## src/rtl/htfd_pkg.sv

```systemverilog
`timescale 1ns / 1ps
// ----------------------------------------------------------------------------
// Frame decoder package
// Shared constants, the record passed between the frame and scaling stages,
// and the byte-wide CRC-8 update used on the incoming sensor bytes.
// ----------------------------------------------------------------------------
package htfd_pkg;

	localparam int          RAW_W       = 20;
	localparam int          HUM_W       = 14;
	localparam int          TEMP_W      = 15;
	localparam int          FRAC_BITS   = 20;
	localparam int          HUM_PROD_W  = RAW_W + HUM_W;
	localparam int          TEMP_PROD_W = RAW_W + TEMP_W;

	localparam logic [7:0]  CRC_INIT    = 8'hFF;
	localparam logic [7:0]  CRC_POLY    = 8'h31;
	localparam int          BUSY_BIT    = 7;

	localparam logic [2:0]  POS_STATUS  = 3'd0;
	localparam logic [2:0]  POS_FIRST   = 3'd1;
	localparam logic [2:0]  POS_CRC     = 3'd6;

	localparam logic [HUM_W-1:0]  HUM_SCALE   = HUM_W'(10000);
	localparam logic [TEMP_W-1:0] TEMP_SCALE  = TEMP_W'(20000);
	localparam logic [TEMP_W:0]   TEMP_OFFSET = (TEMP_W + 1)'(5000);

	typedef struct packed {
		logic             not_ready;
		logic             crc_error;
		logic [RAW_W-1:0] hum_raw;
		logic [RAW_W-1:0] temp_raw;
	} htfd_raw_t;

	// One CRC-8 step over a full byte, most significant bit first.
	function automatic logic [7:0] crc8_byte(input logic [7:0] crc, input logic [7:0] b);
		logic [7:0] c;
		c = crc ^ b;
		for (int k = 0; k < 8; k++) begin
			c = c[7] ? ({c[6:0], 1'b0} ^ CRC_POLY) : {c[6:0], 1'b0};
		end
		return c;
	endfunction

endpackage

```

## src/rtl/humidity_temperature_frame_decoder_top.sv

```systemverilog
`timescale 1ns / 1ps
// ----------------------------------------------------------------------------
// Humidity and temperature frame decoder
// Decodes the seven-byte sensor response into raw and scaled readings.
// ----------------------------------------------------------------------------
// One byte request is taken per clock cycle while in_stall is low. The frame
// tracker updates the position, CRC and data bytes as each byte is taken and
// registers a raw result on the CRC byte or on a busy status byte; the scaler
// multiplies the raw values by constants and loads the output register when
// it can advance. A result is thus registered first in the frame tracker and
// then in the output register, and the bytes of the next frame keep flowing
// while it waits to be taken, until a second result is ready behind it.
module humidity_temperature_frame_decoder_top (
	input  logic                               clk,
	input  logic                               arst_n,
	input  logic                               in_valid,
	output logic                               in_stall,
	input  logic [7:0]                         data_byte,
	input  logic                               frame_start,
	output logic                               out_valid,
	input  logic                               out_stall,
	output logic                               not_ready,
	output logic                               crc_error,
	output logic [htfd_pkg::RAW_W-1:0]         humidity_raw_value,
	output logic [htfd_pkg::RAW_W-1:0]         temperature_raw_value,
	output logic [htfd_pkg::HUM_W-1:0]         humidity_hundredths,
	output logic signed [htfd_pkg::TEMP_W-1:0] temperature_hundredths
);

	logic                res_valid_s1;
	htfd_pkg::htfd_raw_t res_s1;
	logic                adv;

	htfd_frame u_frame (
		.clk          (clk),
		.arst_n       (arst_n),
		.in_valid     (in_valid),
		.in_stall     (in_stall),
		.data_byte    (data_byte),
		.frame_start  (frame_start),
		.adv          (adv),
		.res_valid_s1 (res_valid_s1),
		.res_s1       (res_s1)
	);

	htfd_scale u_scale (
		.clk                    (clk),
		.arst_n                 (arst_n),
		.res_valid_s1           (res_valid_s1),
		.res_s1                 (res_s1),
		.adv                    (adv),
		.out_valid              (out_valid),
		.out_stall              (out_stall),
		.not_ready              (not_ready),
		.crc_error              (crc_error),
		.humidity_raw_value     (humidity_raw_value),
		.temperature_raw_value  (temperature_raw_value),
		.humidity_hundredths    (humidity_hundredths),
		.temperature_hundredths (temperature_hundredths)
	);

endmodule

```

## src/rtl/htfd_frame.sv

```systemverilog
`timescale 1ns / 1ps
// ----------------------------------------------------------------------------
// Frame tracker
// Follows the byte position inside the sensor response, runs the CRC, keeps
// the five data bytes and registers one raw result per finished or busy frame.
// ----------------------------------------------------------------------------
module htfd_frame (
	input  logic                clk,
	input  logic                arst_n,
	input  logic                in_valid,
	output logic                in_stall,
	input  logic [7:0]          data_byte,
	input  logic                frame_start,
	input  logic                adv,
	output logic                res_valid_s1,
	output htfd_pkg::htfd_raw_t res_s1
);

	logic [2:0]  pos_q;
	logic [7:0]  crc_q;
	logic [39:0] payload_q;
	logic        accept;
	logic        is_status;
	logic        busy;
	logic        emit;
	logic [7:0]  crc_next;

	assign in_stall  = res_valid_s1 & ~adv;
	assign accept    = in_valid & ~in_stall;
	assign is_status = frame_start | (pos_q == htfd_pkg::POS_STATUS) | (pos_q > htfd_pkg::POS_CRC);
	assign busy      = is_status & data_byte[htfd_pkg::BUSY_BIT];
	assign emit      = busy | (~is_status & (pos_q == htfd_pkg::POS_CRC));
	assign crc_next  = htfd_pkg::crc8_byte(is_status ? htfd_pkg::CRC_INIT : crc_q, data_byte);

	always_ff @(posedge clk or negedge arst_n) begin
		if (!arst_n) begin
			pos_q        <= htfd_pkg::POS_STATUS;
			crc_q        <= htfd_pkg::CRC_INIT;
			res_valid_s1 <= 1'b0;
		end else begin
			if (accept) begin
				res_valid_s1 <= emit;
				if (emit) begin
					pos_q <= htfd_pkg::POS_STATUS;
					crc_q <= htfd_pkg::CRC_INIT;
				end else if (is_status) begin
					pos_q <= htfd_pkg::POS_FIRST;
					crc_q <= crc_next;
				end else begin
					pos_q <= pos_q + 3'd1;
					crc_q <= crc_next;
				end
			end else if (adv) begin
				res_valid_s1 <= 1'b0;
			end
		end
	end

	always_ff @(posedge clk) begin
		if (accept && !is_status && !emit) begin
			payload_q <= {payload_q[31:0], data_byte};
		end
		if (accept && emit) begin
			res_s1.not_ready <= busy;
			res_s1.crc_error <= ~busy & (crc_q != data_byte);
			res_s1.hum_raw   <= busy ? '0 : payload_q[39:20];
			res_s1.temp_raw  <= busy ? '0 : payload_q[19:0];
		end
	end

endmodule

```

## src/rtl/htfd_scale.sv

```systemverilog
`timescale 1ns / 1ps
// ----------------------------------------------------------------------------
// Result scaler
// Converts the raw readings to hundredths of a percent and of a degree and
// holds the finished result in the output register.
// ----------------------------------------------------------------------------
module htfd_scale (
	input  logic                                  clk,
	input  logic                                  arst_n,
	input  logic                                  res_valid_s1,
	input  htfd_pkg::htfd_raw_t                   res_s1,
	output logic                                  adv,
	output logic                                  out_valid,
	input  logic                                  out_stall,
	output logic                                  not_ready,
	output logic                                  crc_error,
	output logic [htfd_pkg::RAW_W-1:0]            humidity_raw_value,
	output logic [htfd_pkg::RAW_W-1:0]            temperature_raw_value,
	output logic [htfd_pkg::HUM_W-1:0]            humidity_hundredths,
	output logic signed [htfd_pkg::TEMP_W-1:0]    temperature_hundredths
);

	logic [htfd_pkg::HUM_PROD_W-1:0]  hum_prod;
	logic [htfd_pkg::TEMP_PROD_W-1:0] temp_prod;
	logic [htfd_pkg::TEMP_W-1:0]      temp_scaled;
	logic signed [htfd_pkg::TEMP_W:0] temp_off;

	assign hum_prod    = htfd_pkg::HUM_PROD_W'(res_s1.hum_raw)
	                     * htfd_pkg::HUM_PROD_W'(htfd_pkg::HUM_SCALE);
	assign temp_prod   = htfd_pkg::TEMP_PROD_W'(res_s1.temp_raw)
	                     * htfd_pkg::TEMP_PROD_W'(htfd_pkg::TEMP_SCALE);
	assign temp_scaled = temp_prod[htfd_pkg::TEMP_PROD_W-1:htfd_pkg::FRAC_BITS];
	assign temp_off    = $signed({1'b0, temp_scaled}) - $signed(htfd_pkg::TEMP_OFFSET);
	assign adv         = ~out_valid | ~out_stall;

	always_ff @(posedge clk or negedge arst_n) begin
		if (!arst_n) begin
			out_valid <= 1'b0;
		end else if (adv) begin
			out_valid <= res_valid_s1;
		end
	end

	always_ff @(posedge clk) begin
		if (adv && res_valid_s1) begin
			not_ready             <= res_s1.not_ready;
			crc_error             <= res_s1.crc_error;
			humidity_raw_value    <= res_s1.hum_raw;
			temperature_raw_value <= res_s1.temp_raw;
			humidity_hundredths   <= hum_prod[htfd_pkg::HUM_PROD_W-1:htfd_pkg::FRAC_BITS];
			temperature_hundredths <= res_s1.not_ready ? '0 : temp_off[htfd_pkg::TEMP_W-1:0];
		end
	end

endmodule

```

## config.mk

```make
export PLATFORM = sky130hd
export DESIGN_NAME = humidity_temperature_frame_decoder_top
export DESIGN_NICKNAME = d
export VERILOG_FILES = /design/src/rtl/htfd_pkg.sv /design/src/rtl/humidity_temperature_frame_decoder_top.sv /design/src/rtl/htfd_frame.sv /design/src/rtl/htfd_scale.sv
export SDC_FILE = /design/constraint.sdc
export NUM_CORES = 1
export LEC_CHECK = 0
export ABC_AREA = 0
export BUFFER_PORTS_ARGS = -buffer_cell sky130_fd_sc_hd__buf_2
export CELL_PAD_IN_SITES_DETAIL_PLACEMENT = 2
export CELL_PAD_IN_SITES_GLOBAL_PLACEMENT = 2
export CORE_ASPECT_RATIO = 0.5
export CORE_UTILIZATION = 38
export CTS_CLUSTER_DIAMETER = 60
export DETAILED_ROUTE_END_ITERATION = 10
export MAX_ROUTING_LAYER = met4
export PLACE_DENSITY_LB_ADDON = 0.1
export RECOVER_POWER = 100
export SYNTH_ARGS = -nofsm -noshare
export SYNTH_HDL_FRONTEND = slang
export SYNTH_SLANG_ARGS = --single-unit
```

## constraint.sdc

```tcl
create_clock -name clk -period 6 [get_ports clk]
set_input_delay 1.8 -clock clk [delete_from_list [all_inputs] [get_ports clk]]
set_output_delay 1.8 -clock clk [all_outputs]
set_load 0.1 [all_outputs]
```

==> results of run 1 <==
==> worst paths after layout <==
kind                                                                         end  slack (ns)  cells past startpoint
worst min register to register                       u_scale.crc_error$_DFFE_PP_        0.43                      0
worst min-delay path                                 u_scale.crc_error$_DFFE_PP_        0.43                      0
worst max-delay path            u_scale.temperature_hundredths[14]$_SDFFCE_PP0P_      -0.007                     22
max in group asynchronous                           u_frame.crc_q[3]$_DFFE_PN1P_        4.47                      1
worst max register to register  u_scale.temperature_hundredths[14]$_SDFFCE_PP0P_      -0.007                     22
min in group asynchronous                           u_frame.pos_q[0]$_DFFE_PN0P_        1.24                      1
==> cell type report <==
| type | count | area share |
|---|---|---|
| Tap cell | 423 | 0.03774 |
| Clock inverter | 11 | 0.01240 |
| Timing Repair Buffer | 119 | 0.04693 |
| Inverter | 232 | 0.06210 |
| Multi-Input combinational cell | 603 | 0.4584 |
| Sequential cell | 166 | 0.3516 |
| Clock buffer | 19 | 0.03087 |
==> state kept, by name, indices dropped and copies added, names as in the netlist <==
register	flops
u_frame.pos_q	3
u_scale.not_ready	1
u_scale.temperature_hundredths	15
u_scale.out_valid	1
u_scale.humidity_hundredths	14
u_frame.res_s1	42
u_frame.payload_q	40
u_scale.temperature_raw_value	20
u_frame.crc_q	8
u_scale.crc_error	1
u_frame.res_valid_s1	1
u_scale.humidity_raw_value	20
==> power breakdown <==
| part | switching, mW | internal, mW | total (mW) |
|---|---|---|---|
| registers | 0.108 | 1.56 | 1.67 |
| logic | 2.89 | 1.70 | 4.59 |
| clock network | 0.486 | 0.695 | 1.18 |
| total | 3.48 | 3.95 | 7.44 |
==> worst reg2reg max path: stages, from the launching register on <==
cell,delay (ns)
edfxtp_1,0.40
inv_2,0.09
fa_1,0.53
inv_1,0.04
ha_1,0.28
inv_2,0.04
fa_1,0.52
inv_2,0.05
ha_4,0.26
inv_2,0.04
fa_1,0.50
inv_2,0.05
ha_4,0.22
a21o_1,0.17
a221o_1,0.36
a221o_2,0.43
o31a_1,0.35
a221oi_4,0.35
xnor2_2,0.13
o211a_4,0.30
o221a_1,0.30
a311oi_2,0.23
nand4b_1,0.13
==> repair_timing <==
action,4_1_cts,5_1_grt
setup endpoints to repair,4,7
hold buffers,0,0
pin swaps,13,22
gates resized for setup,13,39
buffers inserted,5,8
==> layer usage <==
layer / vias to the layer above / share of wire / track usage
met4: 0 / 0.0088 / 0.03850
li1: 3629 / - / -
met1: 4052 / 0.43 / 0.2413
met5: - / 0 / -
met2: 80 / 0.54 / 0.3708
met3: 18 / 0.025 / 0.03371
==> stage by stage <==
step / setup WS, ns / std cells / power (mW) / hold WS [ns] / TNS (ns)
after floorplan: 0.3117 / 1018 / 4.843 / 0.4003 / 0
after global placement: 0.08044 / 1530 / 5.686 / 0.4071 / 0
after detailed placement: -0.1102 / 1530 / 5.855 / 0.4219 / -0.2495
after CTS: 0.002337 / 1565 / 7.215 / 0.4328 / 0
after global routing: -0.1872 / 1573 / 8.000 / 0.4397 / -0.5706
final: -0.006902 / 1573 / 7.435 / 0.4332 / -0.006902
==> cells in the final DEF (no fill, tap or decap), types with 6 or more instances in the layout <==
cell type    n
xor2_1      20
nor2_1      40
a21oi_1     20
ha_1       156
dfstp_2      8
nand3_1      7
o21ai_0     23
nor3_1       9
buf_4       25
inv_2       16
fa_1        92
a21o_1      16
and3_1       6
edfxtp_1   153
clkbuf_16   17
nand2_1     25
and2_1      45
buf_2       85
inv_1      216
clkbuf_1     9
ha_4         8
o21bai_1     6
xnor2_1     34
==> kinds of logic (layout without fill, tap and decap cells) <==
logic type                 Yosys count  after routing
AOI/OAI and AO/OA                  119            119
xor gates and xnor gates            58             58
adders and majority gates          256            256
buffers and inverters              249            381
DFF                                166            166
muxes                                1              1
and+or+nand+nor                    169            169
==> metrics.txt, run 1 <==
status complete, but fails checks; violated checks setup timing; syn nets 1287; TritonRoute pass-1 iters 4; I/O pins 86; Post-synth top cells inv_1 (232), ha_1 (164), edfxtp_1 (153); Simple-Gate Fraction of Synth Area 0.07376; fmax 166.5 MHz; FF/Latch Area 4930 um2; first-pass GRT wire length 48150 um; antenna-violating nets left 0; CP endpoint kind flip-flop; Clock Pin Slew Worst Setup and Hold Paths 0.08 ns; XOR/XNOR share of the synthesized area 0.04230; DRT Wirelength 31090 um; Synth async-reset ratio 0.07831; CTS tree done; skew final 0.01877 ns; CTS HTree Levels 4; leakage power 6.476 nW; total grt overflow 0; gpl congestion 0.8152; max-slew violation count 0; HP Class reg -> reg; cell count after synthesis 1018; mux cell area share after synthesis 0.0008334; CP top delay family compound AO/OA/AOI/OAI gates; arrival time worst endpoint 6.19 ns; crit path from u_frame.res_s1[5]$_SDFFCE_PP0P_; area post-placement 13080 um2; relative slew slack 0.3456; Row Count 45; buffers and inverters on the worst path 6; RSZ-0062 raised after global routing true; post-route cell area 14020 um2; utilization after layout 0.4570; hold_sp u_frame.res_s1[40]$_DFFE_PP_; adder-cell share of the synthesized area 0.3242; number of synthesized flops with an enable pin 153; crit path max fanout 6; vias after detailed routing 7779; synth unique cells 66; All-Layer GR Usage 0.2047; total core area 30690 um2; Starting Density 0.3914; Root Buffer Master clkbuf_16; Data required, critical path 6.18 ns; reg2reg start u_frame.res_s1[5]$_SDFFCE_PP0P_; post-DR wirelength/cell 19.76 um; Buffers on Ports 85; minimum clock period 6.007 ns; initial antenna violation count 1; Tcrit/Tclk final 1.001; width of the die 253.4 um; via-per-instance ratio 4.945; final hold vios 0; Syn Std Cell Area 12010 um2; Max stage delay cell, worst path fa_1; area of the multi-input gates 6427 um2; register area share after synthesis 0.4105; PnR worst setup slack -0.006902 ns; Synth Area in Compound Gates 0.07063; synth warn 0; vias in the first global route 8761; most common cell in the synthesized netlist inv_1; drt initial violations 263; fillcell total 3105; cell area power density 530.3 nW/um2; fin nets 1408; prevailing post-synth register cell edfxtp_1; Synth area leaders edfxtp_1 (38%), ha_1 (17%), fa_1 (15%), inv_1 (7.3%), xnor2_1 (2.7%); peak supply drop 0.0003166 V; maxcap violations 0; pin count of the biggest net entering global routing 43; FF+latch count, synth 166; die area 32360 um2; total CTS buffers 17; area growth from synthesis to layout 16.75%; Yosys top cell by area edfxtp_1; Cell Chain, Critical Path inv_2, fa_1, inv_1, ha_1, inv_2, fa_1, inv_2, ha_4, inv_2, fa_1, inv_2, ha_4, a21o_1, a221o_1, a221o_2, o31a_1, a221oi_4, xnor2_2, o211a_4, o221a_1, a311oi_2, nand4b_1; critical path class reg -> reg; clock insertion delay at the later pin of the skew report 0.46 ns; Avg Inst Size Synth 11.80 um2; main combinational cell family by area after synthesis adder cells; number of remaining DRC errors 0; Slew @ Worst Pin 0.9792 ns; Setup-failing EPs final 1; critical path launch point type flip-flop; DIE HEIGHT 127.7 um; crit-path most repeated cell inv_2; top-area cell type share of the netlist area 0.3825; critical path's largest stage delay 0.53 ns; antenna cell count 0; ratio of cells with drive above 1 in the final layout 0.1774; Final HPWL DP 23600 um; CTS sink cnt 166; Clock Path Buffers 2
Note: power is estimated with default switching activity, not from simulation.
==> run 2, diff against run 1 <==
--- a/config.mk
+++ b/config.mk
@@ -11,6 +11,7 @@
 export CELL_PAD_IN_SITES_GLOBAL_PLACEMENT = 2
 export CORE_ASPECT_RATIO = 0.5
 export CORE_UTILIZATION = 38
+export CTS_BUF_LIST = sky130_fd_sc_hd__clkbuf_16
 export CTS_CLUSTER_DIAMETER = 60
 export DETAILED_ROUTE_END_ITERATION = 10
 export MAX_ROUTING_LAYER = met4
==> run 2 against run 1 <==
  * The run still ends with setup timing left
  * Largest cell class unchanged
  * Critical endpoint unchanged
  * Largest power group unchanged
  * Final cell count unchanged
  * Count of clock-buffer cells in the layout is 2 lower
  * Non-clock buffer count stayed put
==> metrics.txt, run 2 (synthesized netlist as in run 1, its figures left out) <==
Slew @ Worst Pin 0.9795 ns; Final Power 7.433 mW; buffers and inverters on the worst path 6; All-Layer GR Usage 0.2047; peak supply drop 0.0003166 V; max reg flops 42; CTS HTree Levels 4; CTS sink cnt 166; initial antenna violation count 1; pin count of the biggest net entering global routing 43; area growth from synthesis to layout 16.75%; antenna-violating nets left 0; area post-placement 13080 um2; critical path class reg -> reg; hold_ws 0.4335 ns; PnR worst setup slack -0.006835 ns; CP endpoint kind flip-flop; maxcap violations 0; max-slew violation count 0; Root Buffer Master clkbuf_16; TritonRoute pass-1 iters 4; final hold vios 0; CTS tree done; Row Count 45; DIE HEIGHT 127.7 um; cell area power density 530.1 nW/um2; I/O pins 86; utilization after layout 0.4570; critical path launch point type flip-flop; CP top delay family compound AO/OA/AOI/OAI gates; skew final 0.01877 ns; DRT Wirelength 31100 um; Setup-failing EPs final 1; vias in the first global route 8761; first-pass GRT wire length 48150 um; fin nets 1408; pre-CTS setup slack -0.1102 ns; most frequent cells in the layout inv_1 (218), ha_1 (156), edfxtp_1 (153), fa_1 (92), buf_2 (85); Final HPWL DP 23600 um; total core area 30690 um2; Starting Density 0.3914; leakage power 6.484 nW; post-route cell area 14020 um2; Max stage delay cell, worst path fa_1; drt initial violations 263; cts hold-fix bufs 0; gpl congestion 0.8152; ratio of cells with drive above 1 in the final layout 0.1774; number of remaining DRC errors 0; setup TNS -0.006835 ns; Clock Path Buffers 2; total CTS buffers 17; crit path max fanout 6; die area 32360 um2; violated checks setup timing; post-DR wirelength/cell 19.77 um; via-per-instance ratio 4.950; Final Non-Filler Cells 1573; relative slew slack 0.3454; Buffers on Ports 85; width of the die 253.4 um; Clock Pin Slew Worst Setup and Hold Paths 0.08 ns; arrival time worst endpoint 6.19 ns; status complete, but fails checks; Cell Chain, Critical Path inv_2, fa_1, inv_1, ha_1, inv_2, fa_1, inv_2, ha_4, inv_2, fa_1, inv_2, ha_4, a21o_1, a221o_1, a221o_2, o31a_1, a221oi_4, xnor2_2, o211a_4, o221a_1, a311oi_2, nand4b_1; top flop regs u_frame.res_s1 x42, u_frame.payload_q x40; RSZ-0062 raised after global routing true; Data required, critical path 6.18 ns; most common cell after layout, fill and taps aside inv_1; placed insts 1530; vias after detailed routing 7787; Tcrit/Tclk final 1.001; largest reg by FF count u_frame.res_s1; crit-path most repeated cell inv_2; minimum clock period 6.007 ns; fmax 166.5 MHz; critical path's largest stage delay 0.53 ns; antenna cell count 0; clock insertion delay at the later pin of the skew report 0.45 ns; total grt overflow 0; HP Class reg -> reg
-- run 2: cell count changes in the layout (fill, tap and decap cells not counted), sizes merged --
| cell | change |
|---|---|
| clkbuf | -2 |
| inv | +2 |
-- run 2: worst reg2reg max path, delay by kind of cell, from the launching register on --
family | cells | cell delay (ns)
AOI/OAI and AO/OA | 8 | 2.49
adders and majority gates | 6 | 2.31
DFF | 1 | 0.40
buffers and inverters | 6 | 0.31
xor gates and xnor gates | 1 | 0.13
and+or+nand+nor | 1 | 0.13
-- run 2: report_power, final --
group          internal, mW  total (mW)  switching [mW]
Clock                 0.692        1.18           0.487
Combinational          1.70        4.59            2.89
Sequential             1.56        1.67           0.108
-- run 2: per-layer routing --
metal	wire, um	track usage
met5	0	-
met3	777	0.03371
met4	273	0.03850
met2	16820	0.3708
met1	13230	0.2413
-- run 2: path summary, 6_finish.rpt --
| kind | startpoint | to | slack (ns) | cells past startpoint |
|---|---|---|---|---|
| worst min register to register | u_frame.res_s1[40]$_DFFE_PP_ | u_scale.crc_error$_DFFE_PP_ | 0.43 | 0 |
| worst max-delay path | u_frame.res_s1[5]$_SDFFCE_PP0P_ | u_scale.temperature_hundredths[14]$_SDFFCE_PP0P_ | -0.007 | 22 |
| worst min-delay path | u_frame.res_s1[40]$_DFFE_PP_ | u_scale.crc_error$_DFFE_PP_ | 0.43 | 0 |
| min in group asynchronous | arst_n | u_frame.pos_q[0]$_DFFE_PN0P_ | 1.24 | 1 |
| worst max register to register | u_frame.res_s1[5]$_SDFFCE_PP0P_ | u_scale.temperature_hundredths[14]$_SDFFCE_PP0P_ | -0.007 | 22 |
| max in group asynchronous | arst_n | u_frame.crc_q[3]$_DFFE_PN1P_ | 4.47 | 1 |
-- run 2: repair_timing --
item / 4_1_cts / 5_1_grt
gates resized for setup: 13 / 39
pin swaps: 13 / 22
buffers inserted: 5 / 8
endpoints found under the setup margin: 4 / 7
hold endpoints to repair: 0 / 0
-- run 2: final cells by class --
type / count / area [um2]
tap: 423 / 529.3
inverter: 232 / 870.8
clock buffer: 17 / 425.4
clock inverter: 13 / 181.4
timing repair buffer: 119 / 658.1
multi-input combinational: 603 / 6427
fill: 3105 / 16660
sequential: 166 / 4930
